## src/assert_macros.svh

```systemverilog
// Assertion macros shared by the integer to ASCII formatter RTL.
`ifndef ASSERT_MACROS_SVH
`define ASSERT_MACROS_SVH

// Same-cycle implication, checked at every rising edge outside reset.
`define I2A_ASSERT_NOW(label, ante, cons) \
  label: assert property (@(posedge clk) disable iff (!rst_n) (ante) |-> (cons)) \
    else $error("assertion failed");

// Next-cycle implication, checked at every rising edge outside reset.
`define I2A_ASSERT_NEXT(label, ante, cons) \
  label: assert property (@(posedge clk) disable iff (!rst_n) (ante) |=> (cons)) \
    else $error("assertion failed");

`endif

```

## src/i2a_pkg.sv

```systemverilog
// Types, constants and helper functions of the integer to ASCII formatter.
package i2a_pkg;

  typedef enum logic [1:0] {
    RADIX_DEC = 2'd0,
    RADIX_HEX = 2'd1,
    RADIX_OCT = 2'd2
  } radix_t;

  typedef enum logic [1:0] {
    SIGN_NONE  = 2'd0,
    SIGN_PLUS  = 2'd1,
    SIGN_MINUS = 2'd2
  } sign_t;

  localparam int unsigned NUM_DIGITS    = 22;
  localparam int unsigned BCD_DIGITS    = 20;
  localparam int unsigned STEPS_PER_STG = 8;
  localparam int unsigned DABBLE_STAGES = 64 / STEPS_PER_STG;

  localparam logic [4:0] WIDTH_DEC = 5'd19;
  localparam logic [4:0] WIDTH_HEX = 5'd16;
  localparam logic [4:0] WIDTH_OCT = 5'd22;

  localparam logic [7:0] CHAR_ZERO  = 8'h30;
  localparam logic [7:0] CHAR_PLUS  = 8'h2B;
  localparam logic [7:0] CHAR_MINUS = 8'h2D;
  localparam logic [7:0] CHAR_LOW_A = 8'h61;
  localparam logic [7:0] CHAR_UP_A  = 8'h41;

  typedef struct packed {
    logic [1:0]  op;
    logic [63:0] value;
    logic        upper_case;
    logic [4:0]  min_digits;
    logic [4:0]  max_digits;
    logic        show_plus;
    logic        is_unsigned;
  } in_t;

  typedef struct packed {
    logic [7:0] out_char;
    logic       last;
  } out_t;

  // Payload that travels through the conversion stages.
  typedef struct packed {
    radix_t                      radix;
    logic                        upper;
    sign_t                       sign;
    logic [4:0]                  mn;
    logic [4:0]                  mx;
    logic [63:0]                 raw;
    logic [BCD_DIGITS*4-1:0]     bcd;
    logic [63:0]                 bin;
  } pipe_t;

  // Payload handed to the character serialiser.
  typedef struct packed {
    radix_t                      radix;
    logic                        upper;
    sign_t                       sign;
    logic [4:0]                  start;
    logic [NUM_DIGITS-1:0][3:0]  digs;
  } fmt_t;

  // One double-dabble step: correct every BCD digit, then shift one bit in.
  function automatic logic [BCD_DIGITS*4+63:0] dabble_step(
    input logic [BCD_DIGITS*4+63:0] x
  );
    logic [BCD_DIGITS*4+63:0] y;
    y = x;
    for (int d = 0; d < BCD_DIGITS; d++) begin
      if (y[64+4*d +: 4] >= 4'd5) begin
        y[64+4*d +: 4] = y[64+4*d +: 4] + 4'd3;
      end
    end
    return {y[BCD_DIGITS*4+62:0], 1'b0};
  endfunction

  function automatic logic [7:0] digit_char(
    input radix_t     radix,
    input logic       upper,
    input logic [3:0] d
  );
    logic [7:0] c;
    if (radix == RADIX_HEX && d >= 4'd10) begin
      c = (upper ? CHAR_UP_A : CHAR_LOW_A) + {4'd0, d - 4'd10};
    end else begin
      c = CHAR_ZERO + {4'd0, d};
    end
    return c;
  endfunction

endpackage

```

## src/i2a_prep.sv

```systemverilog
// Input stage: digit count clamps, sign decision and magnitude.
module i2a_prep (
  input  logic             clk,
  input  logic             rst_n,
  input  logic             en,
  input  logic             in_valid,
  input  i2a_pkg::in_t     in_item,
  output logic             out_valid_r,
  output i2a_pkg::pipe_t   out_p_r
);

  i2a_pkg::pipe_t p_nxt;
  logic [4:0]     width;
  logic [4:0]     mn;
  logic [4:0]     mx;
  logic           neg;

  always_comb begin
    p_nxt = '0;
    case (in_item.op)
      i2a_pkg::RADIX_HEX: p_nxt.radix = i2a_pkg::RADIX_HEX;
      i2a_pkg::RADIX_OCT: p_nxt.radix = i2a_pkg::RADIX_OCT;
      default:            p_nxt.radix = i2a_pkg::RADIX_DEC;
    endcase
    case (p_nxt.radix)
      i2a_pkg::RADIX_HEX: width = i2a_pkg::WIDTH_HEX;
      i2a_pkg::RADIX_OCT: width = i2a_pkg::WIDTH_OCT;
      default:            width = i2a_pkg::WIDTH_DEC;
    endcase
    if (in_item.min_digits == 5'd0) mn = 5'd1;
    else if (in_item.min_digits > width) mn = width;
    else mn = in_item.min_digits;
    if (in_item.max_digits == 5'd0) begin
      mx = (p_nxt.radix == i2a_pkg::RADIX_DEC) ? i2a_pkg::WIDTH_DEC : 5'd1;
    end else if (in_item.max_digits > width) begin
      mx = width;
    end else begin
      mx = in_item.max_digits;
    end
    if (mn > mx) mx = mn;
    neg = !in_item.is_unsigned && in_item.value[63];
    p_nxt.upper = in_item.upper_case;
    p_nxt.mn    = mn;
    p_nxt.mx    = mx;
    p_nxt.raw   = in_item.value;
    p_nxt.sign  = i2a_pkg::SIGN_NONE;
    p_nxt.bin   = in_item.value;
    if (p_nxt.radix == i2a_pkg::RADIX_DEC) begin
      if (in_item.show_plus && !neg) begin
        p_nxt.sign = i2a_pkg::SIGN_PLUS;
      end else if (neg) begin
        p_nxt.sign = i2a_pkg::SIGN_MINUS;
        p_nxt.bin  = 64'd0 - in_item.value;
      end
    end
  end

  always_ff @(posedge clk) begin
    if (!rst_n) begin
      out_valid_r <= 1'b0;
    end else if (en) begin
      out_valid_r <= in_valid;
    end
  end

  always_ff @(posedge clk) begin
    if (en) begin
      out_p_r <= p_nxt;
    end
  end

endmodule

```

## src/i2a_dabble_stage.sv

```systemverilog
// One binary to BCD stage: eight double-dabble steps and a register.
module i2a_dabble_stage (
  input  logic             clk,
  input  logic             rst_n,
  input  logic             en,
  input  logic             in_valid,
  input  i2a_pkg::pipe_t   in_p,
  output logic             out_valid_r,
  output i2a_pkg::pipe_t   out_p_r
);

  i2a_pkg::pipe_t                      p_nxt;
  logic [i2a_pkg::BCD_DIGITS*4+63:0]   acc;

  always_comb begin
    acc = {in_p.bcd, in_p.bin};
    for (int s = 0; s < i2a_pkg::STEPS_PER_STG; s++) begin
      acc = i2a_pkg::dabble_step(acc);
    end
    p_nxt     = in_p;
    p_nxt.bcd = acc[i2a_pkg::BCD_DIGITS*4+63:64];
    p_nxt.bin = acc[63:0];
  end

  always_ff @(posedge clk) begin
    if (!rst_n) begin
      out_valid_r <= 1'b0;
    end else if (en) begin
      out_valid_r <= in_valid;
    end
  end

  always_ff @(posedge clk) begin
    if (en) begin
      out_p_r <= p_nxt;
    end
  end

endmodule

```

## src/i2a_format.sv

```systemverilog
// Digit layout per radix and search for the first character to emit.
module i2a_format (
  input  logic             clk,
  input  logic             rst_n,
  input  logic             en,
  input  logic             in_valid,
  input  i2a_pkg::pipe_t   in_p,
  output logic             out_valid_r,
  output i2a_pkg::fmt_t    out_f_r
);

  i2a_pkg::fmt_t                  f_nxt;
  logic [i2a_pkg::NUM_DIGITS-1:0] nz;
  logic [4:0]                     hp;
  logic [4:0]                     lim;

  always_comb begin
    f_nxt       = '0;
    f_nxt.radix = in_p.radix;
    f_nxt.upper = in_p.upper;
    f_nxt.sign  = in_p.sign;
    nz          = '0;
    for (int k = 0; k < i2a_pkg::NUM_DIGITS; k++) begin
      case (in_p.radix)
        i2a_pkg::RADIX_HEX: begin
          if (k < 16) f_nxt.digs[k] = in_p.raw[4*k +: 4];
        end
        i2a_pkg::RADIX_OCT: begin
          if (k < 21) f_nxt.digs[k] = {1'b0, in_p.raw[3*k +: 3]};
          else f_nxt.digs[k] = {3'd0, in_p.raw[63]};
        end
        default: begin
          if (k < 19) f_nxt.digs[k] = in_p.bcd[4*k +: 4];
        end
      endcase
      nz[k] = (f_nxt.digs[k] != 4'd0);
    end
    // The decimal top position is the quotient by 10^18, which may reach 18.
    if (in_p.radix == i2a_pkg::RADIX_DEC) begin
      nz[18] = (in_p.bcd[75:72] != 4'd0) || (in_p.bcd[79:76] != 4'd0);
    end
    hp = 5'd0;
    for (int k = 0; k < i2a_pkg::NUM_DIGITS; k++) begin
      if (nz[k]) hp = 5'(k + 1);
    end
    lim         = (hp < in_p.mx) ? hp : in_p.mx;
    f_nxt.start = (lim > in_p.mn) ? lim : in_p.mn;
  end

  always_ff @(posedge clk) begin
    if (!rst_n) begin
      out_valid_r <= 1'b0;
    end else if (en) begin
      out_valid_r <= in_valid;
    end
  end

  always_ff @(posedge clk) begin
    if (en) begin
      out_f_r <= f_nxt;
    end
  end

endmodule

```

## src/i2a_serializer.sv

```systemverilog
// Character serialiser: sign first, then one digit per cycle.
module i2a_serializer (
  input  logic            clk,
  input  logic            rst_n,
  input  logic            load,
  input  i2a_pkg::fmt_t   in_f,
  output logic            free,
  output logic            out_valid,
  output i2a_pkg::out_t   out_item
);

  logic                                active_r, active_nxt;
  i2a_pkg::sign_t                      sign_r, sign_nxt;
  logic [4:0]                          pos_r, pos_nxt;
  i2a_pkg::radix_t                     radix_r;
  logic                                upper_r;
  logic [i2a_pkg::NUM_DIGITS-1:0][3:0] digs_r;
  logic [4:0]                          idx;

  assign free      = !active_r || (sign_r == i2a_pkg::SIGN_NONE && pos_r == 5'd1);
  assign out_valid = active_r;
  assign idx       = pos_r - 5'd1;

  always_comb begin
    out_item.last = (sign_r == i2a_pkg::SIGN_NONE) && (pos_r == 5'd1);
    case (sign_r)
      i2a_pkg::SIGN_PLUS:  out_item.out_char = i2a_pkg::CHAR_PLUS;
      i2a_pkg::SIGN_MINUS: out_item.out_char = i2a_pkg::CHAR_MINUS;
      default: out_item.out_char = i2a_pkg::digit_char(radix_r, upper_r, digs_r[idx]);
    endcase
  end

  always_comb begin
    active_nxt = active_r;
    sign_nxt   = sign_r;
    pos_nxt    = pos_r;
    if (active_r) begin
      if (sign_r != i2a_pkg::SIGN_NONE) begin
        sign_nxt = i2a_pkg::SIGN_NONE;
      end else begin
        pos_nxt = pos_r - 5'd1;
        if (pos_r == 5'd1) active_nxt = 1'b0;
      end
    end
    if (load) begin
      active_nxt = 1'b1;
      sign_nxt   = in_f.sign;
      pos_nxt    = in_f.start;
    end
  end

  always_ff @(posedge clk) begin
    if (!rst_n) begin
      active_r <= 1'b0;
      sign_r   <= i2a_pkg::SIGN_NONE;
      pos_r    <= 5'd1;
    end else begin
      active_r <= active_nxt;
      sign_r   <= sign_nxt;
      pos_r    <= pos_nxt;
    end
  end

  always_ff @(posedge clk) begin
    if (load) begin
      radix_r <= in_f.radix;
      upper_r <= in_f.upper;
      digs_r  <= in_f.digs;
    end
  end

endmodule

```

## src/integer_to_ascii_formatter.sv

```systemverilog
// Top level of the integer to ASCII formatter.
//
//   Channel  Ports                   Transaction taken when
//   input    start, busy, in_item    start high and busy low at a rising edge
//   result   out_valid, out_item     out_valid high at a rising edge
//
// A transaction passes a preparation stage, eight binary to BCD stages of
// eight double-dabble steps each and a formatting stage before the serialiser
// loads it, each stage registering it, and the serialiser drives its first
// character from its registers onto the result ports.
// The serialiser then sends one character per cycle, 1 to 22 per
// transaction, and when the next transaction already waits formatted, its
// first character follows directly on the cycle after the last one. The
// sustained rate is thus set by the serialiser and the characters it sends.
// Reset is synchronous and active low and clears only the valid bits and the
// serialiser control. While the serialiser is busy and a formatted
// transaction waits, every stage holds and busy is high; the receiver
// cannot stall, so nothing else holds the pipeline.
module integer_to_ascii_formatter (
  input  logic           clk,
  input  logic           rst_n,
  input  logic           start,
  output logic           busy,
  input  i2a_pkg::in_t   in_item,
  output logic           out_valid,
  output i2a_pkg::out_t  out_item
);

  `include "assert_macros.svh"

  logic                 adv;
  logic                 prep_valid;
  i2a_pkg::pipe_t       prep_p;
  logic                 dd_valid [i2a_pkg::DABBLE_STAGES+1];
  i2a_pkg::pipe_t       dd_p     [i2a_pkg::DABBLE_STAGES+1];
  logic                 fmt_valid;
  i2a_pkg::fmt_t        fmt_f;
  logic                 ser_free;

  // The whole pipeline moves together unless a formatted transaction is
  // waiting for the serialiser.
  assign adv  = !fmt_valid || ser_free;
  assign busy = !adv;

  i2a_prep u_prep (
    .clk         (clk),
    .rst_n       (rst_n),
    .en          (adv),
    .in_valid    (start),
    .in_item     (in_item),
    .out_valid_r (prep_valid),
    .out_p_r     (prep_p)
  );

  assign dd_valid[0] = prep_valid;
  assign dd_p[0]     = prep_p;

  for (genvar g = 0; g < i2a_pkg::DABBLE_STAGES; g++) begin : g_dabble
    i2a_dabble_stage u_stage (
      .clk         (clk),
      .rst_n       (rst_n),
      .en          (adv),
      .in_valid    (dd_valid[g]),
      .in_p        (dd_p[g]),
      .out_valid_r (dd_valid[g+1]),
      .out_p_r     (dd_p[g+1])
    );
  end

  i2a_format u_format (
    .clk         (clk),
    .rst_n       (rst_n),
    .en          (adv),
    .in_valid    (dd_valid[i2a_pkg::DABBLE_STAGES]),
    .in_p        (dd_p[i2a_pkg::DABBLE_STAGES]),
    .out_valid_r (fmt_valid),
    .out_f_r     (fmt_f)
  );

  // The serialiser takes a formatted transaction as soon as it is free.
  i2a_serializer u_ser (
    .clk       (clk),
    .rst_n     (rst_n),
    .load      (fmt_valid && ser_free),
    .in_f      (fmt_f),
    .free      (ser_free),
    .out_valid (out_valid),
    .out_item  (out_item)
  );

  // An accepted transaction always reaches the first stage.
  `I2A_ASSERT_NEXT(a_accept_enters, start && !busy, prep_valid)
  // The characters of one transaction leave on consecutive cycles.
  `I2A_ASSERT_NEXT(a_chars_contiguous, out_valid && !out_item.last, out_valid)
  // A waiting formatted transaction is held unchanged.
  `I2A_ASSERT_NEXT(a_hold_on_stall, fmt_valid && !ser_free, fmt_valid && $stable(fmt_f))
  // The block is only ever busy while a formatted transaction waits.
  `I2A_ASSERT_NOW(a_busy_cause, busy, fmt_valid && out_valid)

endmodule

```

## config.mk

```make
export PLATFORM = sky130hd
export DESIGN_NAME = integer_to_ascii_formatter
export DESIGN_NICKNAME = d
export VERILOG_FILES = /design/src/i2a_pkg.sv /design/src/i2a_prep.sv /design/src/i2a_dabble_stage.sv /design/src/i2a_format.sv /design/src/i2a_serializer.sv /design/src/integer_to_ascii_formatter.sv
export VERILOG_INCLUDE_DIRS = /design/src /design/src/src
export SDC_FILE = /design/constraint.sdc
export NUM_CORES = 2
export LEC_CHECK = 0
export BUFFER_PORTS_ARGS = -buffer_cell sky130_fd_sc_hd__buf_4
export CAP_MARGIN = 10
export CORE_UTILIZATION = 60
export CTS_BUF_LIST = sky130_fd_sc_hd__clkbuf_16
export CTS_CLUSTER_DIAMETER = 80
export DETAILED_ROUTE_END_ITERATION = 16
export PLACE_DENSITY = 0.76
export SYNTH_ARGS = -nofsm -noshare
export SYNTH_HDL_FRONTEND = slang
export SYNTH_SLANG_ARGS = --single-unit
```

## constraint.sdc

```tcl
create_clock -name clk -period 57.7 [get_ports clk]
set_input_delay 11.54 -clock clk [delete_from_list [all_inputs] [get_ports clk]]
set_output_delay 11.54 -clock clk [all_outputs]
set_load 0.02 [all_outputs]
```

==> impl_metrics.env <==
export IMPL_holdWs_ps=399
export IMPL_cp_required_ps=46160
export IMPL_synth_seq_cells=1561
export IMPL_crit_slowest_cell="xnor2_1"
export IMPL_syn_to_final_growth_pct=7.64
export IMPL_grt_pass1_wl_um=457000
export IMPL_cts_setup_buffers=0
export IMPL_hpwl_um=212000
export IMPL_period_needed_ps=15960
export IMPL_synth_top_area_share=0.359
export IMPL_grt_max_degree=189
export IMPL_synth_top_area_cell="edfxtp_1"
export IMPL_status="complete, no violations"
export IMPL_r2r_end="g_dabble[3].u_stage.out_p_r[66]"
export IMPL_cp_num_cells=13
export IMPL_vias_per_cell=6.16
export IMPL_die_y_um=466
export IMPL_finalSetupViolations=0
export IMPL_synth_area_um2=129000
export IMPL_cp_arrival_ps=4420
export IMPL_multi_input_area_um2=77600
export IMPL_hp_start="g_dabble[3].u_stage.out_p_r[182]"
export IMPL_timing_final_crit_share=0.277
export IMPL_routed_wl_um=277000
export IMPL_io_pins=93
export IMPL_hold_viol=0
export IMPL_worstPathMaxFanout=25
export IMPL_clock_skew_ps=57.9
export IMPL_synth_flop_cell="edfxtp_1"
export IMPL_r2r_start="g_dabble[2].u_stage.out_p_r[64]"
export IMPL_synth_enable_flop_cells=1543
export IMPL_syn_nets=14626
export IMPL_path_delay_family="compound AO/OA/AOI/OAI gates"
export IMPL_drv_slew=0
export IMPL_cts_buffers=166
export IMPL_rsz0062_at_grt="no"
export IMPL_die_area_um2=217000
export IMPL_worst_slew_pin_transition_ps=1120
export IMPL_setup_worst_path_start="u_ser.pos_r[0]"
export IMPL_clockRootBuffer="clkbuf_16"
export IMPL_postRouteAntennaNets=0
export IMPL_vias=103068
export IMPL_cts_hold_buffers=0
export IMPL_cts_max_path_buffers=3
export IMPL_cts_resized=0
export IMPL_cts_sinks=1561
export IMPL_clkTransAtPathRegs_ps=60
export IMPL_rows=169
export IMPL_synth_warning_count=0
export IMPL_synthArstFlopShare=0
export IMPL_maxSlewHeadroom=0.252
export IMPL_path_class="reg2out"
export IMPL_h_tree_depth=4
export IMPL_synth_common_cells="1543 x edfxtp_1, 1171 x inv_1, 958 x ha_1, 926 x nand2_1, 910 x a21oi_1"
export IMPL_crit_path_cell_trace="buf_4 > nor3_1 > xnor2_1 > mux4_2 > nand2_1 > o21ai_0 > inv_1 > ha_1 > inv_1 > a31oi_1 > o21ai_0 > mux2_2 > buf_4"
export IMPL_drc=0
export IMPL_start_kind="flip-flop"
export IMPL_ys_seq_area_frac=0.361
export IMPL_synth_distinct_cells=157
export IMPL_start_util=0.606
export IMPL_drive_gt1_frac=0.103
export IMPL_dr_pass1_iters=11
export IMPL_yosysMostFrequentCell="edfxtp_1"
export IMPL_setup_tns_ps=0
export IMPL_cpPeakStageDelay_ps=680
export IMPL_overflow=0
export IMPL_drtIter0Drc=6809
export IMPL_gr_usage_all_layers=0.246
export IMPL_fmax_ghz=0.0626
export IMPL_grt_pass1_vias=98162
export IMPL_antenna_found_initial=3
export IMPL_core_um2=213000
export IMPL_routabilityCongestion=0.872
export IMPL_avgRoutedWirePerCell_um=16.6
export IMPL_critPathCapture="out_item[3]"
export IMPL_seq_area_um2=46700
export IMPL_rrSetupSlack_ps=47840
export IMPL_synth_top_cells_by_area="edfxtp_1 36%, ha_1 9.3%, mux2i_1 4.3%"
export IMPL_fin_nets=14810
export IMPL_port_buffers=91
export IMPL_endpoint_kind="primary output"
export IMPL_fp_dieW_um=466
export IMPL_crit_buf_inv=4
export IMPL_syn_area_per_cell_um2=9.51
export IMPL_ff2ff_path_depth=41
export IMPL_cts_tree="done"
export IMPL_hp_class="reg2reg"
export IMPL_insertion_delay_ps=850
export IMPL_syn_inst=13586
export IMPL_maxCapViolations=0
export IMPL_num_fill_cells=16473
==> worst min path at each step <==
stage	cells past startpoint	to
after CTS	0	g_dabble[4].u_stage.out_p_r[178]
final	0	g_dabble[4].u_stage.out_p_r[182]
after global placement	0	g_dabble[4].u_stage.out_p_r[214]
after detailed placement	0	g_dabble[0].u_stage.out_p_r[154]
after floorplan	0	g_dabble[0].u_stage.out_p_r[10]
after global routing	0	u_ser.digs_r[30]
==> cells in the final DEF (no fill, tap or decap), types with 169 or more instances in the layout <==
cell / synthesis / layout
mux2i_1: 549 / 549
nor2_1: 891 / 891
a21o_1: 213 / 213
a21oi_1: 910 / 910
nand2b_1: 360 / 360
and2_1: 187 / 187
clkbuf_16: 0 / 169
or2_2: 192 / 192
edfxtp_1: 1543 / 1543
o211ai_1: 169 / 169
xnor2_1: 302 / 302
inv_1: 1171 / 1190
mux2_2: 348 / 348
nor2b_1: 230 / 230
a211oi_1: 268 / 268
nand3_1: 224 / 223
o21ai_0: 775 / 775
nor3_1: 288 / 288
ha_1: 958 / 956
nand2_1: 926 / 925
==> metal layers <==
metal | global-route usage | wire (um) | vias to the layer above
met5 | 0 | 0 | -
met4 | 0.0601 | 5610 | 0
met3 | 0.0304 | 12100 | 385
met2 | 0.446 | 138000 | 2000
met1 | 0.309 | 122000 | 49031
li1 | - | - | 51652
==> cell type report <==
cell class | count | area share
multi-input cells | 10725 | 0.558
clock buffers | 169 | 0.0304
well taps | 2821 | 0.0254
flip-flops and latches | 1561 | 0.336
repair buffers | 122 | 0.00667
inverters | 1194 | 0.0322
diodes | 5 | 0.0000899
clock inverters | 144 | 0.0116
==> flip-flops by register name, indices dropped and copies added, names as in the netlist <==
name and flops:
g_dabble.u_stage.out_valid_r 8, u_ser.upper_r 1, u_format.out_f_r 93, u_ser.radix_r 2, u_ser.sign_r 2, u_ser.pos_r 5
u_ser.digs_r 83, u_ser.out_valid 1, u_format.out_valid_r 1, u_prep.out_p_r 142, g_dabble.u_stage.out_p_r 1222, u_prep.out_valid_r 1
==> logic make-up after synthesis <==
family / after synthesis / share of synthesized area
buffers and inverters: 1300 / 0.0382
AO/OA/AOI/OAI: 4415 / 0.239
XOR/XNOR: 433 / 0.0308
other: 1 / 0.0000290
AND/OR/NAND/NOR: 3946 / 0.155
multiplexers: 972 / 0.0829
adder cells (fa/ha/maj): 958 / 0.0927
flip-flops: 1561 / 0.361
==> per-stage QoR <==
stage / cells / util / area (um^2) / worst slack (ps)
global placement: 16423 / 0.625 / 133000 / 41200
CTS: 16736 / 0.653 / 139000 / 41660
finish: 16741 / 0.653 / 139000 / 41740
detailed placement: 16423 / 0.625 / 133000 / 41120
floorplan: 13586 / - / 129000 / 14700
global route: 16741 / 0.653 / 139000 / 41400
Power is left out: the tool's default activity adds up to more than one toggle a clock period on the data nets, which glitch-free logic cannot reach.
